$ cat src/hw/rtl/fph_pkg.sv
// Package for the frame poll handshake block.
// Holds the transaction payload types, the block state type, status codes and ID limits.
// Used by every module of the block; depends on nothing.
package fph_pkg;

	localparam logic [7:0] IdLow = 8'd10;
	localparam logic [7:0] IdHigh = 8'd240;
	localparam logic [7:0] ReadHigh = 8'd120;
	localparam logic [7:0] WriteLow = 8'd121;
	localparam logic [3:0] WriteLen = 4'd8;
	localparam logic [7:0] VerifyFlag = 8'h01;
	localparam logic [15:0] TimeoutReset = 16'd100;

	typedef enum logic [2:0] {
		ST_SENT = 3'd0,
		ST_HANDLED = 3'd1,
		ST_OUT_OF_RANGE = 3'd2,
		ST_TIMEOUT = 3'd3,
		ST_IDLE = 3'd4
	} status_t;

	typedef enum logic [7:0] {
		CFG_SLAVE_MODE = 8'd0,
		CFG_TIMEOUT_TICKS = 8'd1
	} cfg_index_t;

	typedef struct packed {
		logic [7:0] rx_id;
		logic [63:0] rx_data;
		logic [7:0] frame_id;
		logic [3:0] frame_length;
		logic [63:0] frame_data;
		logic [31:0] now_ms;
	} in_item_t;

	typedef struct packed {
		logic [2:0] status;
		logic record_updated;
		logic [63:0] new_record_data;
		logic tx_valid;
		logic [7:0] tx_id;
		logic [3:0] tx_length;
		logic [63:0] tx_data;
	} out_item_t;

	typedef struct packed {
		logic bus_free;
		logic [7:0] pending_id;
		logic [63:0] rx_store;
		logic [31:0] request_time;
		logic first_reply;
	} state_t;

	typedef struct packed {
		logic slave_mode;
		logic [15:0] timeout_ticks;
	} cfg_t;

endpackage

$ cat src/hw/rtl/fph_step.sv
// Next-state and result logic for one record transaction.
// Purely combinational; depends on fph_pkg for the item, state and config types.
module fph_step (
	input fph_pkg::in_item_t item,
	input fph_pkg::state_t st,
	input fph_pkg::cfg_t cfg,
	output fph_pkg::state_t nx,
	output fph_pkg::out_item_t res
);

	always_comb begin
		logic rx_hit;
		logic [7:0] pend;
		logic [63:0] store;
		logic [31:0] elapsed;

		rx_hit = (item.rx_id >= fph_pkg::IdLow) && (item.rx_id <= fph_pkg::IdHigh);
		pend = rx_hit ? item.rx_id : st.pending_id;
		store = rx_hit ? item.rx_data : st.rx_store;
		elapsed = item.now_ms - st.request_time;

		nx.bus_free = st.bus_free;
		nx.pending_id = pend;
		nx.rx_store = store;
		nx.request_time = st.request_time;
		nx.first_reply = st.first_reply;

		res = '0;
		res.status = fph_pkg::ST_IDLE;

		if (!cfg.slave_mode) begin
			if ((pend == item.frame_id) && !st.bus_free) begin
				res.record_updated = 1'b1;
				res.new_record_data = store;
				res.status = fph_pkg::ST_HANDLED;
				nx.bus_free = 1'b1;
				nx.pending_id = '0;
			end else if (st.bus_free) begin
				if ((item.frame_id >= fph_pkg::IdLow) && (item.frame_id <= fph_pkg::ReadHigh)) begin
					res.tx_valid = 1'b1;
					res.tx_id = item.frame_id;
					res.tx_length = item.frame_length;
					res.status = fph_pkg::ST_SENT;
					nx.bus_free = 1'b0;
					nx.request_time = item.now_ms;
				end else if ((item.frame_id >= fph_pkg::WriteLow) &&
						(item.frame_id <= fph_pkg::IdHigh)) begin
					res.tx_valid = 1'b1;
					res.tx_id = item.frame_id;
					res.tx_length = fph_pkg::WriteLen;
					res.tx_data = {fph_pkg::VerifyFlag, item.frame_data[55:0]};
					res.status = fph_pkg::ST_SENT;
					nx.bus_free = 1'b0;
					nx.request_time = item.now_ms;
				end else begin
					res.status = fph_pkg::ST_OUT_OF_RANGE;
				end
			end else if (elapsed > {16'd0, cfg.timeout_ticks}) begin
				res.status = fph_pkg::ST_TIMEOUT;
				nx.bus_free = 1'b1;
			end
		end else if (pend == item.frame_id) begin
			res.tx_valid = 1'b1;
			res.tx_id = item.frame_id;
			res.tx_length = item.frame_length;
			res.tx_data = item.frame_data;
			if (pend > fph_pkg::ReadHigh) begin
				if (st.first_reply) begin
					nx.first_reply = 1'b0;
				end else if (store[63:56] == fph_pkg::VerifyFlag) begin
					nx.rx_store = {8'd0, store[55:0]};
					res.record_updated = 1'b1;
					res.new_record_data = {8'd0, store[55:0]};
					res.tx_data = {8'd0, store[55:0]};
				end
			end
			nx.pending_id = '0;
			res.status = fph_pkg::ST_HANDLED;
		end
	end

endmodule

$ cat src/hw/rtl/frame_poll_handshake.sv
// Top level of the frame poll handshake block: input register, step logic, result register.
// Depends on fph_pkg and fph_step.
//
//   channel | direction | payload                  | handshake
//   in      | sink      | fph_pkg::in_item_t       | in_valid / in_ready
//   out     | source    | fph_pkg::out_item_t      | out_valid / out_ready
//   cfg     | sink      | cfg_index, cfg_data      | cfg_valid / cfg_ready
//
// Every transaction produces one result, shown once the input register hands it to the result
// register; one is taken per cycle unless the output stalls. The block state is updated in the
// cycle the input register hands its transaction to the result register. A stall on the output
// holds both registers; the input side is still taken while the input register is free.
// Reset sets bus_free and first_reply, clears the rest, timeout_ticks = 100, slave_mode = 0.
module frame_poll_handshake (
	input logic clk,
	input logic arst_n,
	input logic in_valid,
	output logic in_ready,
	input fph_pkg::in_item_t in_item,
	output logic out_valid,
	input logic out_ready,
	output fph_pkg::out_item_t out_item,
	input logic cfg_valid,
	output logic cfg_ready,
	input logic [7:0] cfg_index,
	input logic [15:0] cfg_data
);

	fph_pkg::in_item_t item_s1;
	logic valid_s1;
	fph_pkg::out_item_t res_s2;
	logic valid_s2;
	fph_pkg::state_t state_q;
	fph_pkg::state_t state_nx;
	fph_pkg::cfg_t cfg_q;
	fph_pkg::out_item_t res;
	logic advance;

	assign advance = valid_s1 && (!valid_s2 || out_ready);
	assign in_ready = !valid_s1 || advance;
	assign cfg_ready = 1'b1;
	assign out_valid = valid_s2;
	assign out_item = res_s2;

	fph_step u_step (
		.item(item_s1),
		.st(state_q),
		.cfg(cfg_q),
		.nx(state_nx),
		.res(res)
	);

	always_ff @(posedge clk or negedge arst_n) begin
		if (!arst_n) begin
			valid_s1 <= 1'b0;
			valid_s2 <= 1'b0;
			state_q.bus_free <= 1'b1;
			state_q.pending_id <= '0;
			state_q.rx_store <= '0;
			state_q.request_time <= '0;
			state_q.first_reply <= 1'b1;
			cfg_q.slave_mode <= 1'b0;
			cfg_q.timeout_ticks <= fph_pkg::TimeoutReset;
		end else begin
			if (in_ready) begin
				valid_s1 <= in_valid;
			end
			if (advance) begin
				valid_s2 <= 1'b1;
				state_q <= state_nx;
			end else if (out_ready) begin
				valid_s2 <= 1'b0;
			end
			if (cfg_valid) begin
				case (cfg_index)
					fph_pkg::CFG_SLAVE_MODE: begin
						cfg_q.slave_mode <= cfg_data[0];
					end
					fph_pkg::CFG_TIMEOUT_TICKS: begin
						cfg_q.timeout_ticks <= cfg_data;
					end
					default: begin
					end
				endcase
			end
		end
	end

	always_ff @(posedge clk) begin
		if (in_valid && in_ready) begin
			item_s1 <= in_item;
		end
		if (advance) begin
			res_s2 <= res;
		end
	end

endmodule

$ cat config.mk
export PLATFORM = sky130hd
export DESIGN_NAME = frame_poll_handshake
export DESIGN_NICKNAME = d
export VERILOG_FILES = /design/src/hw/rtl/fph_pkg.sv /design/src/hw/rtl/fph_step.sv /design/src/hw/rtl/frame_poll_handshake.sv
export SDC_FILE = /design/constraint.sdc
export NUM_CORES = 1
export LEC_CHECK = 0
export BUFFER_PORTS_ARGS = -buffer_cell sky130_fd_sc_hd__buf_2
export CAP_MARGIN = 15
export CORE_MARGIN = 3
export CORE_UTILIZATION = 40
export DETAILED_ROUTE_END_ITERATION = 10
export GPL_ROUTABILITY_DRIVEN = 0
export SETUP_SLACK_MARGIN = 0.3
export SLEW_MARGIN = 10
export SYNTH_ARGS = -nofsm -noshare
export SYNTH_HDL_FRONTEND = slang
export SYNTH_HIERARCHICAL = 1
export SYNTH_SLANG_ARGS = --single-unit
$ cat constraint.sdc
create_clock -name clk -period 7.1 [get_ports clk]
set_input_delay 0.355 -clock clk [delete_from_list [all_inputs] [get_ports clk]]
set_output_delay 0.355 -clock clk [all_outputs]
set_load 0.05 [all_outputs]
==> results.yml, run 1 <==
run_status:
  status: "finished clean"
final_layout:
  synthToLayoutAreaGrowth_pct: 30.6
  layout-drive-gt1-share: 0.298
  postLayoutCellArea_um2: 25700
  final_nets: 2233
route:
  route.detailed.drc: 0
  first_pass_iters: 5
  drt_iter0_drc: 744
  wirelength_um: 50900
  ant_nets: 0
  vias: 13400
  via_per_inst: 5.01
  wl_per_cell_um: 19.0
worst_setup_path:
  end_kind: "flip-flop"
  critical_path_arrival_ps: 6030
  r2r_end: "state_q[105]$_DFFE_PN1P_"
  regToRegSetupSlack_ps: 1580
  crit_required_ps: 7610
  crit_start: "state_q[2]$_DFFE_PN0P_"
  worstSetupStartpointType: "flip-flop"
  ff2ff_path_depth: 20
  setup.worst_path.end: "state_q[105]$_DFFE_PN1P_"
  critPathMaxFanout: 4
  crit_type: "reg2reg"
  reg2reg_from: "state_q[2]$_DFFE_PN0P_"
logic_synthesis:
  synth-edff-count: 325
  synthTopCellsByCount: "edfxtp_1, inv_1, mux2_2"
  synth.distinct_cells: 68
  ys_warn_count: 6
  netlist_instances: 1421
  synth-seq-cells: 450
  synth_ff_type: "edfxtp_1"
  synth_area_leaders: "edfxtp_1, dfrtp_1, mux2_2, mux2i_1, ha_1"
  yosysSeqAreaShare: 0.655
  synth_fp_nets: 1678
  yosysTopAreaCell: "edfxtp_1"
  syn_avg_cell_area_um2: 13.9
  synth_top_area_frac: 0.496
  async_flop_share: 0.278
  syn_area_um2: 19700
  yosysMostFrequentCell: "edfxtp_1"
global_routing:
  grt_use_met3: 0.0354
  antenna_found_initial: 3
  grt.met2_usage: 0.335
  met1_usage: 0.244
  grt_pass1_vias: 14200
  busiest_layer: "met2"
  grt_pass1_wl_um: 80200
  grt_overflow: 0
  grt_use_total: 0.195
  grt_max_degree: 83
sta:
  rsz0062_at_grt: "false"
  fin_crit_sh: 0.778
  tns_ps: 0
  slew_headroom: 0.302
  fin_crit_ps: 5520
  finalSetupViolations: 0
  worstMarginPinSlew_ps: 1050
  fin_skew_ps: 17.0
  finalHoldViolCount: 0
  fmax_mhz: 181
  slew_viol_final: 0
cts:
  postCtsSetupBuffers: 0
  cts.sinks: 450
  clk_path_buf_depth: 3
  cts_made_buffers: 48
  clk_pin_slew_ps: 60
  cts_tree: "yes"
  cts-root-buf: "clkbuf_16"
  htreeDepth: 2
  clk_latency_ps: 580
die:
  coreArea_um2: 48100
  dieHeight_um: 228
  die_area_um2: 51900
  die_w_um: 228
  initial_core_util: 0.409
  fp-row-count: 80
  ios: 357
job:
  maxCapViolCount: 0
hold_path:
  whs_path_depth: 3
  hp-class: "in2reg"
pwr:
  p_per_area_nw_per_um2: 324
  power.leakage_nw: 10.8
  ir_worst_vdd_mv: 0.180
place:
  placed_area_um2: 22100
  portBuffers: 355
  hpwl_um: 32200
## where the power goes
group	switching, W	internal (W)	total (W)
Sequential	0.000156	0.00321	0.00336
Clock	0.00107	0.00151	0.00257
Combinational	0.00145	0.000941	0.00239
## sequential cells by signal, summed over array words and instances, names as in the netlist
register,count
cfg_q,17
valid_s1,1
out_valid,1
out_item,145
state_q,106
item_s1,180
## metal layers
metal	wire [um]	vias to the layer above
met4	1810	2
met3	2630	92
li1	-	6320
met2	25100	372
met1	21300	6620
met5	13	-
## how the worst min path moves through the flow
stage,start,endpoint,slack [ps]
2_1_floorplan,arst_n,cfg_q[0]$_DFFE_PN0P_,60
3_3_place_gp,arst_n,state_q[17]$_DFFE_PN0P_,430
3_5_place_dp,arst_n,state_q[16]$_DFFE_PN0P_,440
4_1_cts,out_ready,valid_s1$_DFFE_PN0P_,60
5_1_grt,out_ready,valid_s1$_DFFE_PN0P_,110
6_report,out_ready,valid_s1$_DFFE_PN0P_,140
## critical path, stage by stage (launching register included)
cell and delay, ps:
dfrtp_1 390, inv_1 70, ha_1 260, nor2b_1 140
o2111ai_1 250, a311oi_1 250, o311ai_0 750, o221ai_1 270
xor2_1 200, ha_1 300, nand4_1 160, nor4_1 350
and2_1 190, a41oi_1 60, nor4_1 290, o211ai_1 130
nor4_1 280, and4b_1 230, o2111ai_1 290, o31a_1 340
mux2_2 250
## per-stage QoR
stage | worst slack, ps | util | hold WS (ps) | std cells | power (W)
after floorplan | 1250 | - | 59.4 | 1421 | 0.00513
after global routing | 928 | 0.534 | 113 | 2674 | 0.00883
after detailed placement | 1660 | 0.459 | 438 | 2384 | 0.00570
after CTS | 1580 | 0.534 | 58.4 | 2672 | 0.00840
final | 1580 | 0.534 | 138 | 2674 | 0.00832
after global placement | 1820 | 0.459 | 430 | 2384 | 0.00567
## kinds of logic after synthesis
logic type      count (synthesis)  share of synthesized area
compound gates                234                     0.0821
xor+xnor                       33                     0.0147
fa+ha+maj                      48                     0.0309
buf+inv                       181                     0.0390
flops                         450                      0.655
mux                           196                      0.110
other cells                     1                   0.000190
simple gates                  278                     0.0683
## area by class of cell
cell class | instances | area [um2]
antenna | 2 | 5.00
fill | 3990 | 22400
timing repair buffer | 564 | 3850
inverter | 122 | 463
multi-input combinational | 790 | 6050
clock inverter | 31 | 324
tap | 656 | 821
clock buffer | 59 | 1310
sequential | 450 | 12900
## placed cells by master (no fill, tap or decap), drive strengths merged, types with 8 or more instances in the layout
master,count
buf,366
clkbuf,59
nor2,104
ha,47
nor3,13
dlygate4sd3,198
o21a,8
nand2,68
nor4,9
dfrtp,120
inv,122
nand3,16
mux2i,64
a22o,56
a21o,17
and2,24
xor2,17
xnor2,16
nand4,10
and3,9
o21ai,57
mux2,132
a21oi,41
clkinv,24
edfxtp,325
## what timing repair did
| item | in CTS | in global routing |
|---|---|---|
| resized for setup | 0 | 0 |
| endpoints found under the hold margin | 262 | 0 |
| hold buffers | 198 | 0 |
No activity file was read; power rests on OpenSTA's default activity.
==> run 2, diff against run 1 <==
==> constraint.sdc (replaced) <==
create_clock -name clk -period 4.6 [get_ports clk]
set_input_delay 0.23 -clock clk [delete_from_list [all_inputs] [get_ports clk]]
set_output_delay 0.23 -clock clk [all_outputs]
set_load 0.05 [all_outputs]
==> results.yml, run 2 (synthesis results as in run 1) <==
die:
  dieHeight_um: 228
  coreArea_um2: 48100
  ios: 357
  initial_core_util: 0.409
  fp-row-count: 80
  die_area_um2: 51900
  die_w_um: 228
cts:
  cts_made_buffers: 48
  clk_latency_ps: 590
  cts-root-buf: "clkbuf_16"
  clk_path_buf_depth: 3
  cts_tree: "yes"
  clk_pin_slew_ps: 60
  htreeDepth: 2
  cts.sinks: 450
pwr:
  power.leakage_nw: 10.9
  p_per_area_nw_per_um2: 496
  ir_worst_vdd_mv: 0.322
run_status:
  violations: "negative setup slack"
  status: "finished, violations left"
final_layout:
  layout-drive-gt1-share: 0.309
  final_nets: 2263
  stdcell_count: 2703
  synthToLayoutAreaGrowth_pct: 32.5
  final_cell_mix: "buf_2, edfxtp_1, dlygate4sd3_1"
  largest_reg_flops: 180
  final_util: 0.542
  final_common_cell: "buf_2"
  regMostFlops: "item_s1"
  postLayoutCellArea_um2: 26100
worst_setup_path:
  reg2reg_from: "item_s1[1]$_DFFE_PP_"
  critPathMaxFanout: 3
  crit_type: "reg2reg"
  critPathTopFamily: "compound AO/OA/AOI/OAI gates"
  r2r_end: "state_q[105]$_DFFE_PN1P_"
  crit_chain: "ha_1, nor2b_4, o2111ai_4, a311oi_4, o311ai_2, o221ai_1, xor2_1, ha_1, nand4_1, nor4_2, and2_1, a41oi_2, nor4_1, o211ai_1, nor4_1, and4b_1, o2111ai_4, o31a_1, mux2_2"
  end_kind: "flip-flop"
  slowest_delay_ps: 400
  critPathBufInv: 0
  regToRegSetupSlack_ps: -30
  crit_slowest_cell: "edfxtp_1"
  critical_path_arrival_ps: 5120
  worstSetupStartpointType: "flip-flop"
  ff2ff_path_depth: 19
  crit_required_ps: 5090
sta:
  postLayoutSetupSlackWorst_ps: -28.3
  fin_crit_ps: 4630
  fin_skew_ps: 26.2
  worstMarginPinSlew_ps: 865
  finalSetupViolations: 1
  slew_headroom: 0.422
  rsz0062_at_grt: "true"
  fin_crit_sh: 1.01
  fmax_mhz: 216
  slew_viol_final: 0
  finalHoldViolCount: 0
place:
  placed_area_um2: 22300
  portBuffers: 355
  dp_slack_ps: -196
  place_inst: 2402
  hpwl_um: 33100
hold_path:
  hp-class: "in2reg"
  hold_path_end: "cfg_q[16]$_DFFE_PN0P_"
  worstHoldStart: "cfg_index[5]"
  whs_path_depth: 4
global_routing:
  grt_overflow: 0
  grt_use_total: 0.195
  grt_pass1_vias: 14300
  antenna_found_initial: 4
  grt_max_degree: 78
  grt_pass1_wl_um: 80700
route:
  wirelength_um: 51500
  vias: 13500
  route.detailed.drc: 0
  wl_per_cell_um: 19.1
  drt_iter0_drc: 912
  ant_nets: 0
  first_pass_iters: 5
  via_per_inst: 5.00
job:
  maxCapViolCount: 0
-- run 2: worst max path at each step --
stage	startpoint	end	slack, ps	cells past startpoint
floorplan	state_q[1]$_DFFE_PN0P_	state_q[105]$_DFFE_PN1P_	300	20
global placement	item_s1[0]$_DFFE_PP_	state_q[105]$_DFFE_PN1P_	-30	21
detailed placement	state_q[1]$_DFFE_PN0P_	state_q[105]$_DFFE_PN1P_	-200	20
CTS	item_s1[4]$_DFFE_PP_	state_q[105]$_DFFE_PN1P_	40	19
global route	item_s1[0]$_DFFE_PP_	state_q[105]$_DFFE_PN1P_	-300	21
finish	item_s1[1]$_DFFE_PP_	state_q[105]$_DFFE_PN1P_	-30	19
-- run 2: through the flow --
step	power, W	hold slack, ps	TNS, ps
finish	0.0129	73.8	-28.3
global route	0.0137	56.3	-987
CTS	0.0130	31.7	0
detailed placement	0.00890	312	-650
global placement	0.00884	319	-32.7
floorplan	0.00792	-65.6	0
-- run 2: per-layer routing --
| layer | global-route usage | up-vias | part of all wire |
|---|---|---|---|
| met3 | 0.0337 | 85 | 0.048 |
| met1 | 0.250 | 6678 | 0.43 |
| met5 | 0 | - | 0.00056 |
| li1 | - | 6372 | - |
| met2 | 0.337 | 368 | 0.49 |
| met4 | 0.0643 | 4 | 0.029 |
-- run 2: final cells by class --
type                            count  area, um2
Fill cell                        3968      22000
Sequential cell                   450      12900
Multi-Input combinational cell    790       6180
Timing Repair Buffer              594       4170
Clock buffer                       74       1410
Tap cell                          656        821
Inverter                          122        462
Clock inverter                     16        159
Antenna cell                        1       2.50
-- run 2: worst register-to-register path, cell delays in order, from the launching register on --
cell and delay [ps]:
edfxtp_1 400, ha_1 320, nor2b_4 140, o2111ai_4 210
a311oi_4 160, o311ai_2 370, o221ai_1 190, xor2_1 180
ha_1 310, nand4_1 160, nor4_2 270, and2_1 200
a41oi_2 50, nor4_1 270, o211ai_1 120, nor4_1 230
and4b_1 280, o2111ai_4 180, o31a_1 280, mux2_2 250
-- run 2: timing repair --
item,4_1_cts,5_1_grt
hold buffers,200,0
resized for setup,11,12
setup endpoints to repair,4,60
pin swaps,10,1
buffers inserted,8,1
hold endpoints to repair,259,0
-- run 2: report_power, final --
group	total, W	switching, W	internal (W)	leakage, nW
clock	0.00381	0.00158	0.00223	0.767
sequential	0.00519	0.000248	0.00495	4.68
combinational	0.00394	0.00235	0.00159	5.46
